### config.mk
export PLATFORM = sky130hd
export DESIGN_NAME = buzzer_tone_sequencer
export DESIGN_NICKNAME = d
export VERILOG_FILES = /design/src/design/bts_pkg.sv /design/src/design/bts_in_stage.sv /design/src/design/bts_cfg_regs.sv /design/src/design/bts_core.sv /design/src/design/bts_out_stage.sv /design/src/design/buzzer_tone_sequencer.sv
export VERILOG_INCLUDE_DIRS = /design/src /design/src/design
export SDC_FILE = /design/constraint.sdc
export NUM_CORES = 1
export LEC_CHECK = 0
export CAP_MARGIN = 25
export CELL_PAD_IN_SITES_DETAIL_PLACEMENT = 0
export CELL_PAD_IN_SITES_GLOBAL_PLACEMENT = 1
export CORE_MARGIN = 10
export CORE_UTILIZATION = 26
export CTS_BUF_LIST = sky130_fd_sc_hd__clkbuf_8
export DETAILED_ROUTE_END_ITERATION = 7
export DONT_BUFFER_PORTS = 1
export PLACE_DENSITY = 0.51
export SETUP_SLACK_MARGIN = 0.4
export SLEW_MARGIN = 40
export SYNTH_ARGS = -nofsm -noshare
export SYNTH_HDL_FRONTEND = slang
export SYNTH_SLANG_ARGS = --single-unit
### constraint.sdc
create_clock -name aclk -period 7.9 [get_ports aclk]
set_clock_uncertainty 0.15 [all_clocks]
set_input_delay 0 -clock aclk [delete_from_list [all_inputs] [get_ports aclk]]
set_output_delay 0 -clock aclk [all_outputs]
set_load 0.01 [all_outputs]
### src/design/buzzer_tone_sequencer_assert.svh
// Assertion macros for the buzzer tone sequencer.
// Depends on a clock aclk and an active-low reset aresetn in the including module.
`ifndef BUZZER_TONE_SEQUENCER_ASSERT_SVH
`define BUZZER_TONE_SEQUENCER_ASSERT_SVH

// same-cycle implication
`define BTS_ASSERT_NOW(label, ante, cons) \
    label: assert property (@(posedge aclk) disable iff (!aresetn) (ante) |-> (cons)) \
        else $error("buzzer tone sequencer: same-cycle check failed");

// next-cycle implication
`define BTS_ASSERT_NEXT(label, ante, cons) \
    label: assert property (@(posedge aclk) disable iff (!aresetn) (ante) |=> (cons)) \
        else $error("buzzer tone sequencer: next-cycle check failed");

`endif

### src/design/bts_pkg.sv
// Shared types and constants of the buzzer tone sequencer.
// No dependencies.
package bts_pkg;

    localparam int CFG_IDX_W  = 2;
    localparam int CFG_DATA_W = 16;

    typedef logic [1:0] kind_t;

    localparam kind_t KIND_OFF   = 2'd0;
    localparam kind_t KIND_BEEP  = 2'd1;
    localparam kind_t KIND_SWEEP = 2'd2;

    localparam logic [CFG_IDX_W-1:0] REG_SWEEP_LOW  = 2'd0;
    localparam logic [CFG_IDX_W-1:0] REG_SWEEP_HIGH = 2'd1;
    localparam logic [CFG_IDX_W-1:0] REG_SWEEP_STEP = 2'd2;
    localparam logic [CFG_IDX_W-1:0] REG_BEEP_TONE  = 2'd3;

    localparam logic [15:0] SWEEP_LOW_RST  = 16'd300;
    localparam logic [15:0] SWEEP_HIGH_RST = 16'd6200;
    localparam logic [12:0] SWEEP_STEP_RST = -13'sd150;
    localparam logic [15:0] BEEP_TONE_RST  = 16'd3200;

    localparam logic [7:0] BEEPS_ENDLESS  = 8'd255;
    localparam logic [7:0] HALF_PERIOD_RST = 8'd10;

    typedef struct packed {
        logic [15:0]        sweep_low_hz;
        logic [15:0]        sweep_high_hz;
        logic signed [12:0] sweep_step_hz;
        logic [15:0]        beep_tone_hz;
    } cfg_t;

    typedef struct packed {
        logic       cmd;
        kind_t      req_kind;
        logic [1:0] req_priority;
        logic [7:0] req_beeps;
        logic [7:0] req_half_period;
        logic       req_active;
    } item_t;

    typedef struct packed {
        logic [15:0] tone_hz;
        logic        sound_on;
        logic        took_request;
    } result_t;

endpackage

### src/design/bts_in_stage.sv
// Input register of the buzzer tone sequencer.
// Depends on bts_pkg.
module bts_in_stage (
    input  logic           aclk,
    input  logic           aresetn,
    input  logic           s_valid,
    output logic           s_ready,
    input  bts_pkg::item_t s_item,
    input  logic           out_free,
    output logic           fire,
    output bts_pkg::item_t item
);

    logic           in_valid_reg;
    logic           in_valid_next;
    bts_pkg::item_t item_reg;

    assign s_ready       = !in_valid_reg || out_free;
    assign fire          = in_valid_reg && out_free;
    assign in_valid_next = (s_valid && s_ready) || (in_valid_reg && !out_free);
    assign item          = item_reg;

    always_ff @(posedge aclk) begin
        if (!aresetn) begin
            in_valid_reg <= 1'b0;
        end else begin
            in_valid_reg <= in_valid_next;
        end
    end

    always_ff @(posedge aclk) begin
        if (s_valid && s_ready) begin
            item_reg <= s_item;
        end
    end

endmodule

### src/design/bts_cfg_regs.sv
// Configuration registers of the buzzer tone sequencer.
// Depends on bts_pkg.
module bts_cfg_regs (
    input  logic                               aclk,
    input  logic                               aresetn,
    input  logic                               cfg_we,
    input  logic [bts_pkg::CFG_IDX_W-1:0]      cfg_index,
    input  logic [bts_pkg::CFG_DATA_W-1:0]     cfg_wdata,
    output bts_pkg::cfg_t                      cfg
);

    bts_pkg::cfg_t cfg_reg;
    bts_pkg::cfg_t cfg_next;

    assign cfg = cfg_reg;

    always_comb begin
        cfg_next = cfg_reg;
        if (cfg_we) begin
            case (cfg_index)
                bts_pkg::REG_SWEEP_LOW:  cfg_next.sweep_low_hz  = cfg_wdata;
                bts_pkg::REG_SWEEP_HIGH: cfg_next.sweep_high_hz = cfg_wdata;
                bts_pkg::REG_SWEEP_STEP: cfg_next.sweep_step_hz = cfg_wdata[12:0];
                bts_pkg::REG_BEEP_TONE:  cfg_next.beep_tone_hz  = cfg_wdata;
                default: ;
            endcase
        end
    end

    always_ff @(posedge aclk) begin
        if (!aresetn) begin
            cfg_reg.sweep_low_hz  <= bts_pkg::SWEEP_LOW_RST;
            cfg_reg.sweep_high_hz <= bts_pkg::SWEEP_HIGH_RST;
            cfg_reg.sweep_step_hz <= bts_pkg::SWEEP_STEP_RST;
            cfg_reg.beep_tone_hz  <= bts_pkg::BEEP_TONE_RST;
        end else begin
            cfg_reg <= cfg_next;
        end
    end

endmodule

### src/design/bts_core.sv
// Sound state and single-pass step logic of the buzzer tone sequencer.
// Depends on bts_pkg and buzzer_tone_sequencer_assert.svh.
`include "buzzer_tone_sequencer_assert.svh"

module bts_core (
    input  logic             aclk,
    input  logic             aresetn,
    input  logic             fire,
    input  bts_pkg::item_t   item,
    input  bts_pkg::cfg_t    cfg,
    output bts_pkg::result_t res
);

    logic          active_reg,   active_next;
    logic [1:0]    prio_reg,     prio_next;
    bts_pkg::kind_t kind_reg,    kind_next;
    logic [15:0]   tone_reg,     tone_next;
    logic [7:0]    beeps_reg,    beeps_next;
    logic [7:0]    hp_reg,       hp_next;
    logic [7:0]    phase_reg,    phase_next;

    logic signed [17:0] sweep_sum;
    logic signed [17:0] low_ext;
    logic signed [17:0] high_ext;
    logic               sweep_wrap;
    logic               step_pos;

    assign sweep_sum  = $signed({2'b00, tone_reg})
                      + $signed({{5{cfg.sweep_step_hz[12]}}, cfg.sweep_step_hz});
    assign low_ext    = $signed({2'b00, cfg.sweep_low_hz});
    assign high_ext   = $signed({2'b00, cfg.sweep_high_hz});
    assign sweep_wrap = (sweep_sum <= low_ext) || (sweep_sum > high_ext);
    assign step_pos   = !cfg.sweep_step_hz[12] && (cfg.sweep_step_hz != 13'sd0);

    always_comb begin
        active_next      = active_reg;
        prio_next        = prio_reg;
        kind_next        = kind_reg;
        tone_next        = tone_reg;
        beeps_next       = beeps_reg;
        hp_next          = hp_reg;
        phase_next       = phase_reg;
        res.tone_hz      = 16'd0;
        res.took_request = 1'b0;
        if (item.cmd) begin
            if (!active_reg || (prio_reg <= item.req_priority)) begin
                kind_next        = item.req_kind;
                prio_next        = item.req_priority;
                beeps_next       = item.req_beeps;
                hp_next          = (item.req_half_period == 8'd0) ? 8'd1
                                                                  : item.req_half_period;
                active_next      = item.req_active;
                tone_next        = 16'd0;
                phase_next       = 8'd0;
                res.took_request = 1'b1;
            end
            if (active_next && (kind_next inside {bts_pkg::KIND_BEEP, bts_pkg::KIND_SWEEP})) begin
                res.tone_hz = tone_next;
            end
        end else if (active_reg) begin
            case (kind_reg)
                bts_pkg::KIND_BEEP: begin
                    if (beeps_reg == 8'd0) begin
                        active_next = 1'b0;
                    end else begin
                        if (phase_reg == 8'd0) begin
                            if (tone_reg == 16'd0) begin
                                tone_next = cfg.beep_tone_hz;
                            end else begin
                                tone_next = 16'd0;
                                if (beeps_reg != bts_pkg::BEEPS_ENDLESS) begin
                                    beeps_next = beeps_reg - 8'd1;
                                end
                            end
                        end
                        phase_next  = (({1'b0, phase_reg} + 9'd1) == {1'b0, hp_reg}) ? 8'd0
                                                                       : phase_reg + 8'd1;
                        res.tone_hz = tone_next;
                    end
                end
                bts_pkg::KIND_SWEEP: begin
                    if (sweep_wrap) begin
                        tone_next = step_pos ? cfg.sweep_low_hz : cfg.sweep_high_hz;
                    end else begin
                        tone_next = sweep_sum[15:0];
                    end
                    res.tone_hz = tone_next;
                end
                default: ;
            endcase
        end
        res.sound_on = active_next;
    end

    always_ff @(posedge aclk) begin
        if (!aresetn) begin
            active_reg <= 1'b0;
            prio_reg   <= 2'd0;
            kind_reg   <= bts_pkg::KIND_OFF;
            tone_reg   <= 16'd0;
            beeps_reg  <= 8'd0;
            hp_reg     <= bts_pkg::HALF_PERIOD_RST;
            phase_reg  <= 8'd0;
        end else if (fire) begin
            active_reg <= active_next;
            prio_reg   <= prio_next;
            kind_reg   <= kind_next;
            tone_reg   <= tone_next;
            beeps_reg  <= beeps_next;
            hp_reg     <= hp_next;
            phase_reg  <= phase_next;
        end
    end

    `BTS_ASSERT_NOW(a_phase_in_range, 1'b1, (phase_reg < hp_reg) && (hp_reg != 8'd0))
    `BTS_ASSERT_NOW(a_tick_takes_nothing, !item.cmd, !res.took_request)
    `BTS_ASSERT_NEXT(a_take_clears_phase, fire && res.took_request,
                     (phase_reg == 8'd0) && (tone_reg == 16'd0))

endmodule

### src/design/bts_out_stage.sv
// Result register of the buzzer tone sequencer.
// Depends on bts_pkg.
module bts_out_stage (
    input  logic             aclk,
    input  logic             aresetn,
    input  logic             fire,
    input  bts_pkg::result_t res,
    output logic             out_free,
    output logic             m_valid,
    input  logic             m_ready,
    output bts_pkg::result_t m_res
);

    logic             out_valid_reg;
    logic             out_valid_next;
    bts_pkg::result_t res_reg;

    assign out_free       = !out_valid_reg || m_ready;
    assign out_valid_next = fire || (out_valid_reg && !m_ready);
    assign m_valid        = out_valid_reg;
    assign m_res          = res_reg;

    always_ff @(posedge aclk) begin
        if (!aresetn) begin
            out_valid_reg <= 1'b0;
        end else begin
            out_valid_reg <= out_valid_next;
        end
    end

    always_ff @(posedge aclk) begin
        if (fire) begin
            res_reg <= res;
        end
    end

endmodule

### src/design/buzzer_tone_sequencer.sv
// Top level of the buzzer tone sequencer.
// Depends on bts_pkg, bts_in_stage, bts_cfg_regs, bts_core and bts_out_stage.
//
// Takes one tick or sound request per clock and returns one result per item; each
// item passes the input register and then the result register. The sound state
// is computed combinationally from the input register, so sustained rate is one
// item per cycle whenever m_ready stays high. Configuration writes take effect on
// the next clock and belong to idle periods.
module buzzer_tone_sequencer (
    input  logic                           aclk,
    input  logic                           aresetn,
    input  logic                           cfg_we,
    input  logic [bts_pkg::CFG_IDX_W-1:0]  cfg_index,
    input  logic [bts_pkg::CFG_DATA_W-1:0] cfg_wdata,
    input  logic                           s_valid,
    output logic                           s_ready,
    input  logic                           s_cmd,
    input  logic [1:0]                     s_req_kind,
    input  logic [1:0]                     s_req_priority,
    input  logic [7:0]                     s_req_beeps,
    input  logic [7:0]                     s_req_half_period,
    input  logic                           s_req_active,
    output logic                           m_valid,
    input  logic                           m_ready,
    output logic [15:0]                    m_tone_hz,
    output logic                           m_sound_on,
    output logic                           m_took_request
);

    bts_pkg::item_t   s_item;
    bts_pkg::item_t   item;
    bts_pkg::cfg_t    cfg;
    bts_pkg::result_t res;
    bts_pkg::result_t m_res;
    logic             fire;
    logic             out_free;

    assign s_item.cmd             = s_cmd;
    assign s_item.req_kind        = s_req_kind;
    assign s_item.req_priority    = s_req_priority;
    assign s_item.req_beeps       = s_req_beeps;
    assign s_item.req_half_period = s_req_half_period;
    assign s_item.req_active      = s_req_active;

    bts_in_stage u_in_stage (
        .aclk     (aclk),
        .aresetn  (aresetn),
        .s_valid  (s_valid),
        .s_ready  (s_ready),
        .s_item   (s_item),
        .out_free (out_free),
        .fire     (fire),
        .item     (item)
    );

    bts_cfg_regs u_cfg_regs (
        .aclk      (aclk),
        .aresetn   (aresetn),
        .cfg_we    (cfg_we),
        .cfg_index (cfg_index),
        .cfg_wdata (cfg_wdata),
        .cfg       (cfg)
    );

    bts_core u_core (
        .aclk    (aclk),
        .aresetn (aresetn),
        .fire    (fire),
        .item    (item),
        .cfg     (cfg),
        .res     (res)
    );

    bts_out_stage u_out_stage (
        .aclk     (aclk),
        .aresetn  (aresetn),
        .fire     (fire),
        .res      (res),
        .out_free (out_free),
        .m_valid  (m_valid),
        .m_ready  (m_ready),
        .m_res    (m_res)
    );

    assign m_tone_hz      = m_res.tone_hz;
    assign m_sound_on     = m_res.sound_on;
    assign m_took_request = m_res.took_request;

endmodule

# After elaboration in Yosys (flattened, before gate mapping)
# Index checks and enable logic that the tools add are counted.
word_totals:
  ff_bits: 148
  latch_bits: 0
  mem_bits_rw: 0
  mem_bits_ro: 0
  in_bits: 45
  output_inout_bits: 20
  elab_cells: 119
  n_memories: 0
classes:
  addsub: 4
  mul: 0
  n_div: 0
  order_cmp: 3
  n_eq_ne: 13
  shift: 0
  muxes: 38
  bitwise_logic: 0
  reduce_logical: 39
ops:
  columns: ["cell", "count"]
  rows:
  - ["16-bit 2-to-1 mux", 12]
  - ["8-bit 2-to-1 mux", 15]
  - ["16-bit one-hot mux with 2 select lines", 2]
  - ["8-bit logical NOT", 3]
  - ["17-bit by 13-bit adder with 18-bit output", 1]
  - ["18-bit by 17-bit > comparator with 1-bit output", 1]
  - ["18-bit by 17-bit <= comparator with 1-bit output", 1]
  - ["16-bit logical NOT", 1]
  - ["13-bit nonzero test", 1]
  - ["2-bit AND reduction", 5]
  - ["2-bit nonzero test", 5]
  - ["8-bit by 1-bit adder with 9-bit output, second input constant", 1]
  - ["9-bit by 8-bit == test with 1-bit output", 1]
  - ["8-bit by 1-bit adder with 8-bit output, second input constant", 1]
  - ["2-bit == test, second input constant", 4]
  - ["8-bit != test, second input constant", 1]
  - ["8-bit AND reduction", 1]
  - ["8-bit by 1-bit subtractor with 8-bit output, second input constant", 1]
  - ["1-bit 2-to-1 mux", 7]
  - ["2-bit by 1-bit == test with 1-bit output, second input constant", 3]
  - ["1-bit logical AND", 6]
  - ["1-bit logical NOT", 6]
  - ["1-bit logical OR", 6]
  - ["5-bit AND reduction", 1]
  - ["other kinds (9)", 11]

# Longest topological paths before layout
logic_depth:
  ltp_word: 9
  depth_mapped: 21
  ltp_nobuf: 19

# By module
# A second synthesis with hierarchy kept.
hier_totals:
  hier_cells: 962
  area_unflattened_um2: 8652.0
modules_own_cells:
  columns: ["module", "instances", "cells_per_inst", "area_per_inst_um2", "seq_area_each_um2"]
  rows:
  - ["bts_core", 1, 674, 4922.2, 900.9]
  - ["bts_cfg_regs", 1, 238, 2414.8, 1221.2]
  - ["bts_in_stage", 1, 28, 725.7, 680.7]
  - ["bts_out_stage", 1, 22, 589.3, 560.5]

# Least setup slack after synthesis
# Ideal clock, no wire load.
synth_path:
  kind: "flip-flop to flip-flop"
  startpoint: "register u_cfg_regs.cfg_reg (netlist bit u_cfg_regs.cfg[16])"
  endpoint: "register u_out_stage.res_reg (netlist bit u_out_stage.m_res[10]), data pin"
  setup_ns: 0.261
  arrival_time_ns: 3.778
  required_time_ns: 7.489
  path_slack_ns: 3.711
  stages_incl_launch_ff: 22
  path_buffers: 2
  synth_period_minus_slack_ns: 4.189
  cell_sequence: "dfxtp_1 > ha_1 > fa_1 > a211oi_1 > o21ai_1 > nand4_1 > nand2_1 > a2111oi_0 > nor3_1 > xor2_1 > ha_1 > nand2_1 > nor2_1 > nand2_1 > o22ai_1 > o21bai_1 > o311ai_1 > a31o_1 > buf_6 > buf_12 > mux2i_1 > o21ai_1"
synth_rtl:
  columns: ["element", "line", "rtl"]
  rows:
  - ["start, declared", "bts_cfg_regs.sv:12", "bts_pkg::cfg_t cfg_reg;"]
  - ["start signal, assigned", "bts_cfg_regs.sv:37", "cfg_reg <= cfg_next;"]
  - ["end signal, assigned", "bts_out_stage.sv:33", "res_reg <= res;"]
  - ["end, declared", "bts_out_stage.sv:16", "bts_pkg::result_t res_reg;"]

==> run summary <==
status -> complete, no violations
Post-synth EDFFs -> 40
TritonRoute pass-1 iters -> 5
std cell rows -> 64
CP arrival -> 4920 ps
Vias -> 6692
clock buffer depth -> 2
Vias per Instance -> 4.81
Synth top area share -> 0.270
Post-CTS Resized -> 0
setup_tns -> 0 ps
NumNets Final -> 1087
first-pass GRT wire length -> 41.6 mm
DRC -> 0
Clock Latency Late Sink -> 480 ps
ANT nets after route -> 0
Die Width -> 196 microns
Worst VDD drop -> 0.107 mV
fraction of layout cells with a size suffix above 1 -> 0.0713
Initial DRC Count -> 362
# H-tree levels -> 4
most common library cells after synthesis -> nand2_1, dfxtp_1, a21oi_1
setup violators final -> 0
WS Path Type -> reg -> reg
# diodes -> 0
number of antenna violations at the first check in global routing -> 0
pwr dens -> 167 nW/um^2
sequential area share after synthesis -> 0.419
total grt overflow -> 0
Setup crit end kind -> register
Leak Pwr -> 3.64 nW
DR WL/cell -> 19.2 microns
Final period util -> 0.618
cell area after synthesis -> 8020 sq um
most numerous cell in the Yosys netlist -> nand2_1
core area -> 30500 sq um
CTS root buf -> clkbuf_8
top post-synthesis cells by area -> dfxtp_1, edfxtp_1, ha_1, nand2_1, a21oi_1
CTS tree -> yes
setup bufs post-CTS -> 0
die footprint -> 38300 sq um
synthesis-to-layout area growth -> 20.6%
Ports -> 65
CTS Hold Bufs -> 88
Worst-path clk slew -> 100 ps
syn nets -> 1015
ys flop type -> dfxtp_1
CTS Sinks -> 148
number of flip-flops in the largest register -> 61
CP max FO -> 16
RePlAce Congestion -> 0.812
post-synth cell types -> 73
Mapped Avg Cell Area -> 8.80 sq um
Inserted Clock Buffers -> 17
type of the tightest min-delay check -> in -> reg
DP HPWL -> 19.1 mm
Initial Utilization -> 0.263
max cap viols -> 0
Hold Fails Final Rpt -> 0
crit start category -> register
Gate Count Post-Synth -> 911
maximum clock rate -> 205 MHz
die height -> 196 microns
vias in the first global route -> 6697
Synth async-reset ratio -> 0
final setup margin -> 3020 ps
WP data required -> 7940 ps
max_slew headroom -> 0.447
post-synth top area cell -> dfxtp_1
Final Total Pwr -> 1.62 mW
largest net degree at the start of global routing -> 50
pre-CTS setup slack -> 2990 ps
# port buffers -> 0
unrepaired setup endpoints after global routing -> no
Pins Over Slew Limit -> 0
GRT Total Usage -> 0.140
Tmin final -> 4880 ps
Routed WL -> 26.7 mm
Worst-Margin Slew -> 830 ps
FF+latch count, synth -> 148
Synth Warn # -> 0
## cell families (layout without fill, tap and decap cells)
kind of cell / count (synthesis) / in the layout / share of synthesized area
buffers and inverters: 96 / 181 / 0.0512
multiplexers: 29 / 29 / 0.0364
AND/OR/NAND/NOR: 306 / 306 / 0.177
AO/OA/AOI/OAI: 247 / 247 / 0.195
XOR/XNOR: 26 / 26 / 0.0284
adder cells (fa/ha/maj): 59 / 59 / 0.0930
flip-flops: 148 / 148 / 0.419
## worst max-delay path, cell delays in order, from the launching register on
cell,delay [ps]
dfxtp_1,350
ha_1,230
fa_1,440
a211oi_1,300
o21ai_1,160
nand4_1,200
nand2_1,100
a2111oi_0,410
nor3_1,120
xor2_1,190
ha_1,310
nand2_1,50
nor2_1,150
nand2_1,90
o221ai_1,140
o21bai_1,100
o311ai_1,100
a31o_2,600
mux2i_1,300
o21ai_1,90
## worst paths after layout
check	start	to	slack, ps	cells past startpoint
max	u_core.tone_reg[0]	u_out_stage.m_res[10]	3020	19
min	cfg_index[1]	u_cfg_regs.cfg[15]	30	3
max reg2reg	u_core.tone_reg[0]	u_out_stage.m_res[10]	3020	19
min reg2reg	u_cfg_regs.cfg[39]	u_cfg_regs.cfg[39]	310	2
## layer usage
metal / track usage / up-vias / wire length [microns]
met5: 0 / - / 0
met4: 0.0337 / 0 / 305
met3: 0.0264 / 17 / 825
met2: 0.234 / 104 / 13100
met1: 0.180 / 3180 / 12500
li1: - / 3391 / -
## cell usage in the layout, fill, tap and decap left out, types with 5 or more instances in the layout
master           n
nor2b_1          9
xnor2_1         20
inv_1           55
clkbuf_8        18
nand3_1         21
o21ai_0         28
buf_4            5
nand2_1        150
dfxtp_1        108
nand4_1         10
nor2_1          53
nor4_1           9
xor2_1           6
o211ai_1        11
edfxtp_1        40
a21boi_0        14
a22oi_1         35
a211oi_1         6
o21ai_1         36
mux2i_1         28
ha_1            58
nor3_1          13
dlygate4sd3_1   87
a21oi_1         70
a21o_1          15
or2_2            6
## cell type report
| class | count | area, sq um |
|---|---|---|
| fill | 3218 | 20800 |
| multi-input combinational | 667 | 4280 |
| sequential | 148 | 3360 |
| timing repair buffer | 93 | 936 |
| tap | 396 | 495 |
| clock buffer | 18 | 248 |
| inverter | 56 | 210 |
| clock inverter | 14 | 138 |
## power by group
part           switching, mW  internal [mW]
Sequential            0.0253          0.806
Clock                  0.358          0.241
Combinational          0.107         0.0816
## through the flow
step / cells / cell area (sq um) / hold slack [ps] / utilization
detailed placement: 1272 / 8390 / -72.8 / 0.275
finish: 1392 / 9670 / 33.3 / 0.317
CTS: 1392 / 9670 / 10.7 / 0.317
floorplan: 911 / 8020 / -51.1 / -
global route: 1392 / 9670 / 38.1 / 0.317
global placement: 1271 / 8360 / -73.0 / 0.274
Note: power is estimated with default switching activity, not from simulation.
